--- src/rtl/ordered_list_append_delete_unit_macros.svh ---
// ----------------------------------------------------------------------------
// Ordered list unit assertion macros
// Shared concurrent assertion forms used by the list unit RTL.
// ----------------------------------------------------------------------------
`ifndef ORDERED_LIST_APPEND_DELETE_UNIT_MACROS_SVH
`define ORDERED_LIST_APPEND_DELETE_UNIT_MACROS_SVH

// Same-cycle implication under synchronous active-low reset.
`define OLAD_ASSERT_NOW(label, clk, rst_n, ante, cons) \
  label: assert property (@(posedge clk) disable iff (!rst_n) (ante) |-> (cons)) \
    else $error("list unit assertion failed");

// Next-cycle implication under synchronous active-low reset.
`define OLAD_ASSERT_NEXT(label, clk, rst_n, ante, cons) \
  label: assert property (@(posedge clk) disable iff (!rst_n) (ante) |=> (cons)) \
    else $error("list unit assertion failed");

`endif

--- src/rtl/olad_pkg.sv ---
// ----------------------------------------------------------------------------
// Ordered list unit package
// Word types, command and status codes shared by the list unit modules.
// ----------------------------------------------------------------------------
package olad_pkg;

  localparam int LIST_DEPTH_DEF = 16;
  localparam int VALUE_W        = 32;

  typedef logic signed [VALUE_W-1:0] value_t;

  localparam logic [1:0] CMD_APPEND = 2'd0;
  localparam logic [1:0] CMD_REMOVE = 2'd1;
  localparam logic [1:0] CMD_DUMP   = 2'd2;

  localparam logic [2:0] STS_APPENDED = 3'd0;
  localparam logic [2:0] STS_FULL     = 3'd1;
  localparam logic [2:0] STS_REMOVED  = 3'd2;
  localparam logic [2:0] STS_NOTFOUND = 3'd3;
  localparam logic [2:0] STS_ENTRY    = 3'd4;
  localparam logic [2:0] STS_EMPTY    = 3'd5;

  typedef struct packed {
    logic [1:0] cmd;
    value_t     value;
  } in_word_t;

  typedef struct packed {
    logic [2:0] status;
    value_t     entry_value;
    logic       last;
  } out_word_t;

endpackage

--- src/rtl/olad_mem.sv ---
// ----------------------------------------------------------------------------
// Ordered list entry store
// Single write port, single registered read port storage for list entries.
// ----------------------------------------------------------------------------
module olad_mem import olad_pkg::*; #(
  parameter int DEPTH = LIST_DEPTH_DEF,
  parameter int IDX_W = $clog2(LIST_DEPTH_DEF)
) (
  input  logic             clk,
  input  logic             wr_en,
  input  logic [IDX_W-1:0] wr_addr,
  input  value_t           wr_data,
  input  logic             rd_en,
  input  logic [IDX_W-1:0] rd_addr,
  output value_t           rd_data
);

  value_t mem [DEPTH];
  value_t rd_data_r;

  always_ff @(posedge clk) begin
    if (wr_en) begin
      mem[wr_addr] <= wr_data;
    end
    if (rd_en) begin
      rd_data_r <= mem[rd_addr];
    end
  end

  assign rd_data = rd_data_r;

endmodule

--- src/rtl/ordered_list_append_delete_unit.sv ---
// ----------------------------------------------------------------------------
// Ordered list append/delete unit
// Bounded ordered list of signed words with append, remove and dump commands.
// ----------------------------------------------------------------------------
// Usage: a command word enters on in_word when in_valid is high and in_stall
// is low. Append stores the value at the tail, remove deletes the first entry
// equal to the value and closes the gap, dump returns every entry from head
// to tail. Each result word leaves on out_word under out_valid/out_stall, and
// the final word of a command carries last.
// Append gives its result in the cycle after acceptance. Remove reads and
// compares each entry searched in turn, then reads and writes back each
// entry moved, and ends with a result step. Dump reads each entry and then
// presents it before it reads the next. This pace is set by the single read
// port of the entry store, which the compare and the move steps share.
// The unit takes one command at a time; in_stall stays high until the last
// result of the current command is in the output register and that register
// is free to take a new word.
// Reset empties the list; store contents are not cleared.
// A stalled receiver holds the output register, and the sequencer waits at any step that must load it.
// ----------------------------------------------------------------------------
`include "ordered_list_append_delete_unit_macros.svh"

module ordered_list_append_delete_unit import olad_pkg::*; #(
  parameter int LIST_DEPTH = LIST_DEPTH_DEF
) (
  input  logic      clk,
  input  logic      rst_n,
  input  logic      in_valid,
  output logic      in_stall,
  input  in_word_t  in_word,
  output logic      out_valid,
  input  logic      out_stall,
  output out_word_t out_word
);

  localparam int IDX_W = $clog2(LIST_DEPTH);
  localparam int CNT_W = $clog2(LIST_DEPTH + 1);
  localparam logic [CNT_W-1:0] DEPTH_C = CNT_W'(LIST_DEPTH);

  typedef enum logic [2:0] {
    S_IDLE, S_RM_RD, S_RM_CMP, S_SH_RD, S_SH_WR, S_DP_RD, S_DP_OUT
  } state_t;

  state_t           state_r, state_nxt;
  logic [CNT_W-1:0] cnt_r, cnt_nxt;
  logic [CNT_W-1:0] idx_r, idx_nxt;
  value_t           val_r, val_nxt;
  logic             out_valid_r, out_valid_nxt;
  out_word_t        out_word_r, out_word_nxt;

  logic             out_free;
  logic             in_acc;
  logic [CNT_W-1:0] idx_inc;
  logic             wr_en;
  logic [IDX_W-1:0] wr_addr;
  value_t           wr_data;
  logic             rd_en;
  logic [IDX_W-1:0] rd_addr;
  value_t           rd_data;

  olad_mem #(
    .DEPTH (LIST_DEPTH),
    .IDX_W (IDX_W)
  ) u_mem (
    .clk     (clk),
    .wr_en   (wr_en),
    .wr_addr (wr_addr),
    .wr_data (wr_data),
    .rd_en   (rd_en),
    .rd_addr (rd_addr),
    .rd_data (rd_data)
  );

  assign out_free = !out_valid_r || !out_stall;
  assign in_stall = !((state_r == S_IDLE) && out_free);
  assign in_acc   = in_valid && !in_stall;
  assign idx_inc  = CNT_W'(idx_r + 1'b1);

  always_comb begin
    state_nxt     = state_r;
    cnt_nxt       = cnt_r;
    idx_nxt       = idx_r;
    val_nxt       = val_r;
    out_valid_nxt = out_valid_r && out_stall;
    out_word_nxt  = out_word_r;
    wr_en         = 1'b0;
    wr_addr       = idx_r[IDX_W-1:0];
    wr_data       = rd_data;
    rd_en         = 1'b0;
    rd_addr       = idx_r[IDX_W-1:0];

    case (state_r)
      S_IDLE: begin
        if (in_acc) begin
          val_nxt = in_word.value;
          idx_nxt = '0;
          case (in_word.cmd)
            CMD_APPEND: begin
              out_valid_nxt = 1'b1;
              if (cnt_r == DEPTH_C) begin
                out_word_nxt = '{status: STS_FULL, entry_value: '0, last: 1'b1};
              end else begin
                wr_en        = 1'b1;
                wr_addr      = cnt_r[IDX_W-1:0];
                wr_data      = in_word.value;
                cnt_nxt      = CNT_W'(cnt_r + 1'b1);
                out_word_nxt = '{status: STS_APPENDED, entry_value: '0, last: 1'b1};
              end
            end
            CMD_REMOVE: begin
              state_nxt = S_RM_RD;
            end
            CMD_DUMP: begin
              if (cnt_r == '0) begin
                out_valid_nxt = 1'b1;
                out_word_nxt  = '{status: STS_EMPTY, entry_value: '0, last: 1'b1};
              end else begin
                state_nxt = S_DP_RD;
              end
            end
            default: begin
            end
          endcase
        end
      end
      S_RM_RD: begin
        if (idx_r == cnt_r) begin
          if (out_free) begin
            out_valid_nxt = 1'b1;
            out_word_nxt  = '{status: STS_NOTFOUND, entry_value: '0, last: 1'b1};
            state_nxt     = S_IDLE;
          end
        end else begin
          rd_en     = 1'b1;
          state_nxt = S_RM_CMP;
        end
      end
      S_RM_CMP: begin
        if (rd_data == val_r) begin
          state_nxt = S_SH_RD;
        end else begin
          idx_nxt   = idx_inc;
          state_nxt = S_RM_RD;
        end
      end
      S_SH_RD: begin
        if (idx_inc >= cnt_r) begin
          if (out_free) begin
            cnt_nxt       = CNT_W'(cnt_r - 1'b1);
            out_valid_nxt = 1'b1;
            out_word_nxt  = '{status: STS_REMOVED, entry_value: '0, last: 1'b1};
            state_nxt     = S_IDLE;
          end
        end else begin
          rd_en     = 1'b1;
          rd_addr   = idx_inc[IDX_W-1:0];
          state_nxt = S_SH_WR;
        end
      end
      S_SH_WR: begin
        wr_en     = 1'b1;
        idx_nxt   = idx_inc;
        state_nxt = S_SH_RD;
      end
      S_DP_RD: begin
        rd_en     = 1'b1;
        state_nxt = S_DP_OUT;
      end
      S_DP_OUT: begin
        if (out_free) begin
          out_valid_nxt = 1'b1;
          out_word_nxt  = '{status: STS_ENTRY, entry_value: rd_data,
                            last: (idx_inc == cnt_r)};
          if (idx_inc == cnt_r) begin
            state_nxt = S_IDLE;
          end else begin
            idx_nxt   = idx_inc;
            state_nxt = S_DP_RD;
          end
        end
      end
      default: begin
        state_nxt = S_IDLE;
      end
    endcase
  end

  always_ff @(posedge clk) begin
    if (!rst_n) begin
      state_r     <= S_IDLE;
      cnt_r       <= '0;
      out_valid_r <= 1'b0;
    end else begin
      state_r     <= state_nxt;
      cnt_r       <= cnt_nxt;
      out_valid_r <= out_valid_nxt;
      idx_r       <= idx_nxt;
      val_r       <= val_nxt;
      out_word_r  <= out_word_nxt;
    end
  end

  assign out_valid = out_valid_r;
  assign out_word  = out_word_r;

  `OLAD_ASSERT_NOW(a_cnt_bound, clk, rst_n, 1'b1, cnt_r <= DEPTH_C)
  `OLAD_ASSERT_NEXT(a_append_grows, clk, rst_n,
    in_acc && (in_word.cmd == CMD_APPEND) && (cnt_r != DEPTH_C),
    cnt_r == CNT_W'($past(cnt_r) + 1'b1))
  `OLAD_ASSERT_NEXT(a_append_result, clk, rst_n,
    in_acc && (in_word.cmd == CMD_APPEND), out_valid_r)
  `OLAD_ASSERT_NOW(a_idle_last, clk, rst_n,
    (state_r == S_IDLE) && out_valid_r, out_word_r.last)

endmodule

--- config.mk ---
export PLATFORM = sky130hd
export DESIGN_NAME = ordered_list_append_delete_unit
export DESIGN_NICKNAME = d
export VERILOG_FILES = /design/src/rtl/olad_pkg.sv /design/src/rtl/olad_mem.sv /design/src/rtl/ordered_list_append_delete_unit.sv
export VERILOG_INCLUDE_DIRS = /design/src /design/src/rtl
export SDC_FILE = /design/constraint.sdc
export NUM_CORES = 1
export LEC_CHECK = 0
export BUFFER_PORTS_ARGS = -buffer_cell sky130_fd_sc_hd__buf_2
export CAP_MARGIN = 20
export CORE_MARGIN = 2
export CORE_UTILIZATION = 40
export CTS_CLUSTER_SIZE = 16
export DETAILED_ROUTE_END_ITERATION = 8
export PLACE_DENSITY = 0.62
export RECOVER_POWER = 50
export SYNTH_ARGS = -nofsm -noshare
export SYNTH_HDL_FRONTEND = slang
export SYNTH_SLANG_ARGS = --single-unit
export TNS_END_PERCENT = 100
--- constraint.sdc ---
create_clock -name clk -period 8.6 [get_ports clk]
set_input_delay 0.43 -clock clk [delete_from_list [all_inputs] [get_ports clk]]
set_output_delay 0.43 -clock clk [all_outputs]
set_load 0.05 [all_outputs]
==> metrics, run 1 <==
Post-CTS Hold Buffers=21; Seq/Total Area, Yosys=68.3%; Final Hold Viols=0; Power per Cell Area=238 nW/µm²; TritonRoute pass-1 iters=5; first-pass GRT wire length=116000 µm; clock edge transition at the registers on the reported setup and hold paths=0.06 ns; insertion delay to the later sink of the worst-skew pair=0.63 ns; area of the die=70600 µm²; Pins Over Slew Limit=86; clock skew=0.0264 ns; WHS=0.0979 ns; required time of the critical path=8.86 ns; Syn-to-layout area delta=13.0%; maximum buffer depth of the clock tree=3; Synth Area per Inst=15.0 µm²; ANT nets after route=0; dpl cells=2693; crit path max fanout=52; starting density of the core=40.6%; P_leak=10.1 nW; vias post-DR=17.5k; status=complete, but fails checks; final net count=1952; Die W=266 µm; routability cong.=0.868; Post-Syn Area=27400 µm²; Yosys Warn Count=0; Vias/cell=6.20; Min-Delay Path Class=in -> reg; final instance area=31000 µm²; Max Cap Viol=2; WHS Path Cells=1; drc violations=0; worst-margin pin slew=2.73 ns; Finished Layout Cells=2826; dominant synthesized flop cell=edfxtp_1; initial antenna violation count=2; Peak VDD IR=0.147 mV; wire per inst=28.2 µm; largest net degree at the start of global routing=128; CP Class=reg -> reg; FFs w/ async S/R, synth=0%; DRT Wirelength=79800 µm; gr ovfl total=0; fin util=45.8%; Starting DRT DRC Count=2158; Worst Path Arrival=6.41 ns; Root Driver=clkbuf_16; post-CTS setup buffers=0; FMAX=162 MHz; Rows=95; CTS tree=yes; vias in the first global route=17.1k; syn_nets=1876; clock sink count=626; Ports=76; library cells used by synthesis=73; Post-synth EDFFs=617; Reg2Reg Depth=10; Fin Setup TNS=0 ns; critical path endpoint category=register; Post-Place Cell Area=29000 µm²; final setup fails=0; part of the cycle the worst path needs=71.6%; RSZ-0062 raised after global routing=false; H-tree Lvls=2; Post-Synthesis Cells=1828; number of CTS-inserted buffers=61; core footprint=67500 µm²; post-CTS sizing=0; Tot GR Track Use=22.3%; ratio of cells with drive above 1 in the final layout=11.3%; failing checks=capacitance limit, slew limit; Slew headroom=-82.2%; crit start category=register; Die Ht=266 µm; Diodes inserted=0; IO buf count=75; Period minus WS final=6.16 ns; DP HPWL=44700 µm; Seq cells post-synth=626
worst paths after layout:
kind	from	end	slack, ns
worst max-delay path	state_r[2]	u_mem.mem[4][8]	2.44
worst min-delay path	in_word[31]	val_r[31]	0.1
worst max register to register	state_r[2]	u_mem.mem[4][8]	2.44
worst min register to register	u_mem.rd_data[20]	out_word[21]	0.63
stage by stage:
step,worst slack (ns),total power [W]
6_report,2.44,0.00736
3_5_place_dp,3.05,0.00487
2_1_floorplan,2.01,0.00446
3_3_place_gp,3.27,0.00484
5_1_grt,2.30,0.00759
4_1_cts,3.04,0.00740
cells in the final DEF, fill, tap and decap left out, types with 21 or more instances in the layout:
cell           instances
and3_1                35
edfxtp_1             617
o221ai_1              83
dlygate4sd3_1         21
buf_4                 48
mux2_1                32
nand2_1              146
or4_1                 23
a31oi_1               23
o22ai_1               36
o21ai_0               37
a221o_1               25
xnor2_1               40
mux2i_1              162
nor3_1                29
a21oi_1               58
clkbuf_16             63
mux4_2                37
a32oi_1               29
nand3_1               23
clkbuf_1              87
nor2_1                63
worst max-delay path: stages (launching register included):
cell and delay, ns:
dfxtp_2 0.31, clkbuf_1 1.84, nor3_1 0.62, nand2_1 0.24, or3_2 0.14, buf_4 0.62
nor2_1 0.10, a21oi_1 0.26, o211ai_1 0.41, nor2_4 0.63, buf_4 0.56
registers in the layout, indices dropped and copies added (netlist names):
signal         cells
cnt_r              5
out_word          36
val_r             32
u_mem.rd_data     32
out_valid          1
state_r            3
u_mem.mem        512
idx_r              5
area by class of cell:
class / instances / area, µm²
clock buffers: 80 / 1640
clock inverters: 32 / 225
fillers: 5879 / 36600
inverters: 11 / 41.3
multi-input cells: 1057 / 8360
flip-flops and latches: 626 / 18700
well taps: 873 / 1090
repair buffers: 147 / 888
power by group:
part / internal, W / total, W / switching (W) / leakage (nW)
sequential: 0.00357 / 0.00364 / 0.0000693 / 5.67
combinational: 0.000370 / 0.00118 / 0.000812 / 3.50
clock: 0.00142 / 0.00254 / 0.00112 / 0.913
total: 0.00536 / 0.00736 / 0.00200 / 10.1
cell usage after synthesis (7+ instances only):
cell type  count  share of area [%]
o21ai_0       38               0.69
nand3_1       24               0.44
a22o_1         8               0.26
buf_2         27               0.49
nand4_1        9               0.21
ha_1           9               0.41
a31oi_1       24               0.55
nor3_1        30               0.55
a32oi_1       29               0.93
xnor2_1       42                1.3
buf_1         24               0.33
and3_1        36               0.82
or4_1         23               0.63
inv_1          9               0.12
dfxtp_1        9               0.66
o22ai_1       36               0.82
clkbuf_1      81                1.1
nor2b_1       14               0.32
nor3b_1        7               0.19
o221a_1        8               0.33
a221o_1       25               0.91
a311oi_1       8               0.26
mux4_2        37                3.0
nor2_1        80                1.1
a21oi_1       58                1.1
nor4_1        13               0.30
mux2_2        36                1.5
edfxtp_1     617                 68
o221ai_1      83                2.7
mux2i_1      164                6.0
nand2_1      146                2.0
routing by layer:
| layer | vias to the layer above | share of wire (%) | global-route usage, % |
|---|---|---|---|
| met5 | - | 0.010 | 0 |
| met4 | 2 | 2.9 | 7.14 |
| met3 | 130 | 8.5 | 3.85 |
| met2 | 843 | 47 | 35.8 |
| met1 | 9012 | 41 | 30.9 |
| li1 | 7523 | - | - |
logic make-up after synthesis:
group,share of synthesized area (%)
flip-flops,68.3
AND/OR/NAND/NOR,7.36
AO/OA/AOI/OAI,9.79
multiplexers,10.5
buffers and inverters,2.14
XOR/XNOR,1.44
adder cells (fa/ha/maj),0.484
Power figures use the tool's default switching activity.
==> run 2, diff against run 1 <==
--- a/config.mk
+++ b/config.mk
@@ -12,7 +12,7 @@
 export CORE_UTILIZATION = 40
 export CTS_CLUSTER_SIZE = 16
 export DETAILED_ROUTE_END_ITERATION = 8
-export PLACE_DENSITY = 0.62
+export PLACE_DENSITY = 0.64
 export RECOVER_POWER = 50
 export SYNTH_ARGS = -nofsm -noshare
 export SYNTH_HDL_FRONTEND = slang
==> constraint.sdc (replaced) <==
create_clock -name clk -period 5 [get_ports clk]
set_input_delay 0.25 -clock clk [delete_from_list [all_inputs] [get_ports clk]]
set_output_delay 0.25 -clock clk [all_outputs]
set_load 0.05 [all_outputs]
==> metrics, run 2 (synthesis results as in run 1) <==
reg2reg start=idx_r[2]; P_sw=0.00341 W (+70%); wire per inst=27.1 µm (-3.9%); Ports=76 (unchanged); top layer reached by signal wires=met4; crit path max fanout=57 (+9.6%); Peak VDD IR=0.255 mV (+74%); Diodes inserted=0 (unchanged); Max Cap Viol=4 (+2); Vias/cell=6.17 (-0.49%); starting density of the core=40.6% (unchanged); Syn-to-layout area delta=14.1%; TritonRoute pass-1 iters=8 (+3); core footprint=67500 µm² (unchanged); number of CTS-inserted buffers=59 (-3.3%); area of the die=70600 µm² (unchanged); Clock Power Share=33.2% (-1.3 points); metal3 WL=7020 µm (+3.5%); first-pass GRT wire length=113000 µm (-2.3%); Top reg by flops=u_mem.mem; clock edge transition at the registers on the reported setup and hold paths=0.06 ns (about the same); CP Class=reg -> reg; largest net degree at the start of global routing=66 (-48%); number of flip-flops in the largest register=512 (unchanged); Worst Setup SP=idx_r[2]; switch share=27.3% (+0.12 points); met2 WL=36300 µm (-4.0%); DP HPWL=45600 µm (+1.8%); vias in the first global route=17.1k (-0.047%); share of power burned in registers=50.1% (+0.7 points); worst-margin pin slew=2.81 ns (+0.0790 ns); clock skew=0.0193 ns (-0.00704 ns); FMAX=220 MHz (+36%); maximum buffer depth of the clock tree=3 (unchanged); gr ovfl total=0 (unchanged); Pins Over Slew Limit=144 (+67%); failing checks=capacitance limit, slew limit; IO buf count=75 (unchanged); Root Driver=clkbuf_16; post-place setup slack=0.509 ns (-2.54 ns); insertion delay to the later sink of the worst-skew pair=0.63 ns (about the same); crit start category=register; CTS tree=yes; DRT Wirelength=77600 µm (-2.8%); post-CTS setup buffers=0 (unchanged); Tot GR Track Use=21.6% (-0.68 points); Die W=266 µm (unchanged); part of the cycle the worst path needs=90.7% (+19 points); R2R Setup Slk=0.46 ns (-1.98 ns); Rows=95 (unchanged); H-tree Lvls=2 (unchanged); met1 WL=31300 µm (-4.8%); vias post-DR=17.6k (+0.74%); Die Ht=266 µm (unchanged); Fin Setup TNS=0 ns (unchanged); WHS=0.0891 ns (-0.00872 ns); required time of the critical path=5.35 ns (-3.51 ns); CP Capture Point=u_mem.rd_data[4]; ratio of cells with drive above 1 in the final layout=12.0% (+0.71 points); ANT nets after route=0 (unchanged); Pint=0.00907 W (+69%); final setup fails=0 (unchanged); Combinational Power Share=16.7% (+0.6 points); critical path endpoint category=register; RSZ-0062 raised after global routing=false; FF-to-FF End=u_mem.rd_data[4]; clock sink count=626 (unchanged); Starting DRT DRC Count=2098 (-2.8%); drc violations=0 (unchanged); status=complete, but fails checks; P_leak=10.2 nW (+1.4%); Slew headroom=-87.5% (-5.3 points); Min-Delay Path Class=in -> reg; Period minus WS final=4.54 ns (-1.62 ns); final instance area=31300 µm² (+1.0%); final net count=1986 (+1.7%); routability cong.=0.883 (+1.7%); final worst slack=0.465 ns (-1.98 ns); commonest cells after routing, fill and taps aside=edfxtp_1, mux2i_1, nand2_1; most common cell after layout, fill and taps aside=edfxtp_1; Post-Place Cell Area=29300 µm² (+1.1%); total power=0.0125 W (+70%); Reg2Reg Depth=13 (+3); Power per Cell Area=399 nW/µm² (+68%); Final Hold Viols=0 (unchanged); Worst Path Arrival=4.89 ns (-1.52 ns); initial antenna violation count=1 (-1)
==> run 2: how the worst min path moves through the flow <==
| stage | slack (ns) | start | endpoint | depth (start not counted) |
|---|---|---|---|---|
| global route | 0.14 | rst_n | cnt_r[2] | 3 |
| detailed placement | 0.45 | in_word[27] | val_r[27] | 1 |
| floorplan | 0.35 | in_word[0] | val_r[0] | 0 |
| CTS | 0.07 | in_valid | out_valid | 5 |
| global placement | 0.44 | in_word[25] | val_r[25] | 1 |
| finish | 0.09 | in_valid | out_valid | 5 |
==> run 2: metrics by stage <==
| stage | utilization [%] | cells |
|---|---|---|
| floorplan | - | 1828 |
| global placement | 43.4 | 2718 |
| detailed placement | 43.4 | 2718 |
| CTS | 46.5 | 2861 |
| global route | 46.3 | 2861 |
| finish | 46.3 | 2861 |
==> run 2: area by class of cell <==
cell class,count,area (µm²)
Clock buffer,79,1580
Clock inverter,32,176
Fill cell,5784,36200
Inverter,11,41.3
Multi-Input combinational cell,1057,8370
Sequential cell,626,18700
Tap cell,873,1090
Timing Repair Buffer,183,1300
==> run 2: power by group through the flow <==
stage	combinational, W	clock [W]	sequential, W
final	0.00208	0.00415	0.00625
after global placement	0.00202	0	0.00635
after detailed placement	0.00207	0	0.00635
after CTS	0.00209	0.00421	0.00624
after global routing	0.00222	0.00441	0.00626
after floorplan	0.00127	0	0.00640
==> run 2: worst max-delay path, stage by stage, from the launching register on <==
cell and delay, ns:
edfxtp_1 0.47, and2_1 0.33, nand2_1 0.13, xnor2_1 0.15, ha_1 0.33, nand2_1 0.13, nor2b_1 0.81, buf_4 0.30
o31ai_4 0.08, buf_4 0.36, nand2_1 0.18, buf_4 0.32, a31oi_1 0.12, or4_1 0.53
==> run 2: metal layers <==
| layer | vias up | GRT usage (%) |
|---|---|---|
| met2 | 853 | 35.4 |
| li1 | 7595 | - |
| met1 | 9026 | 29.1 |
| met4 | 0 | 7.46 |
| met3 | 166 | 3.84 |
| met5 | - | 0 |
==> run 2: what timing repair did <==
action / 4_1_cts / 5_1_grt
endpoints found under the hold margin: 32 / 0
hold buffers: 32 / 0
endpoints found under the setup margin: 0 / 0
gates resized for setup: 0 / 0
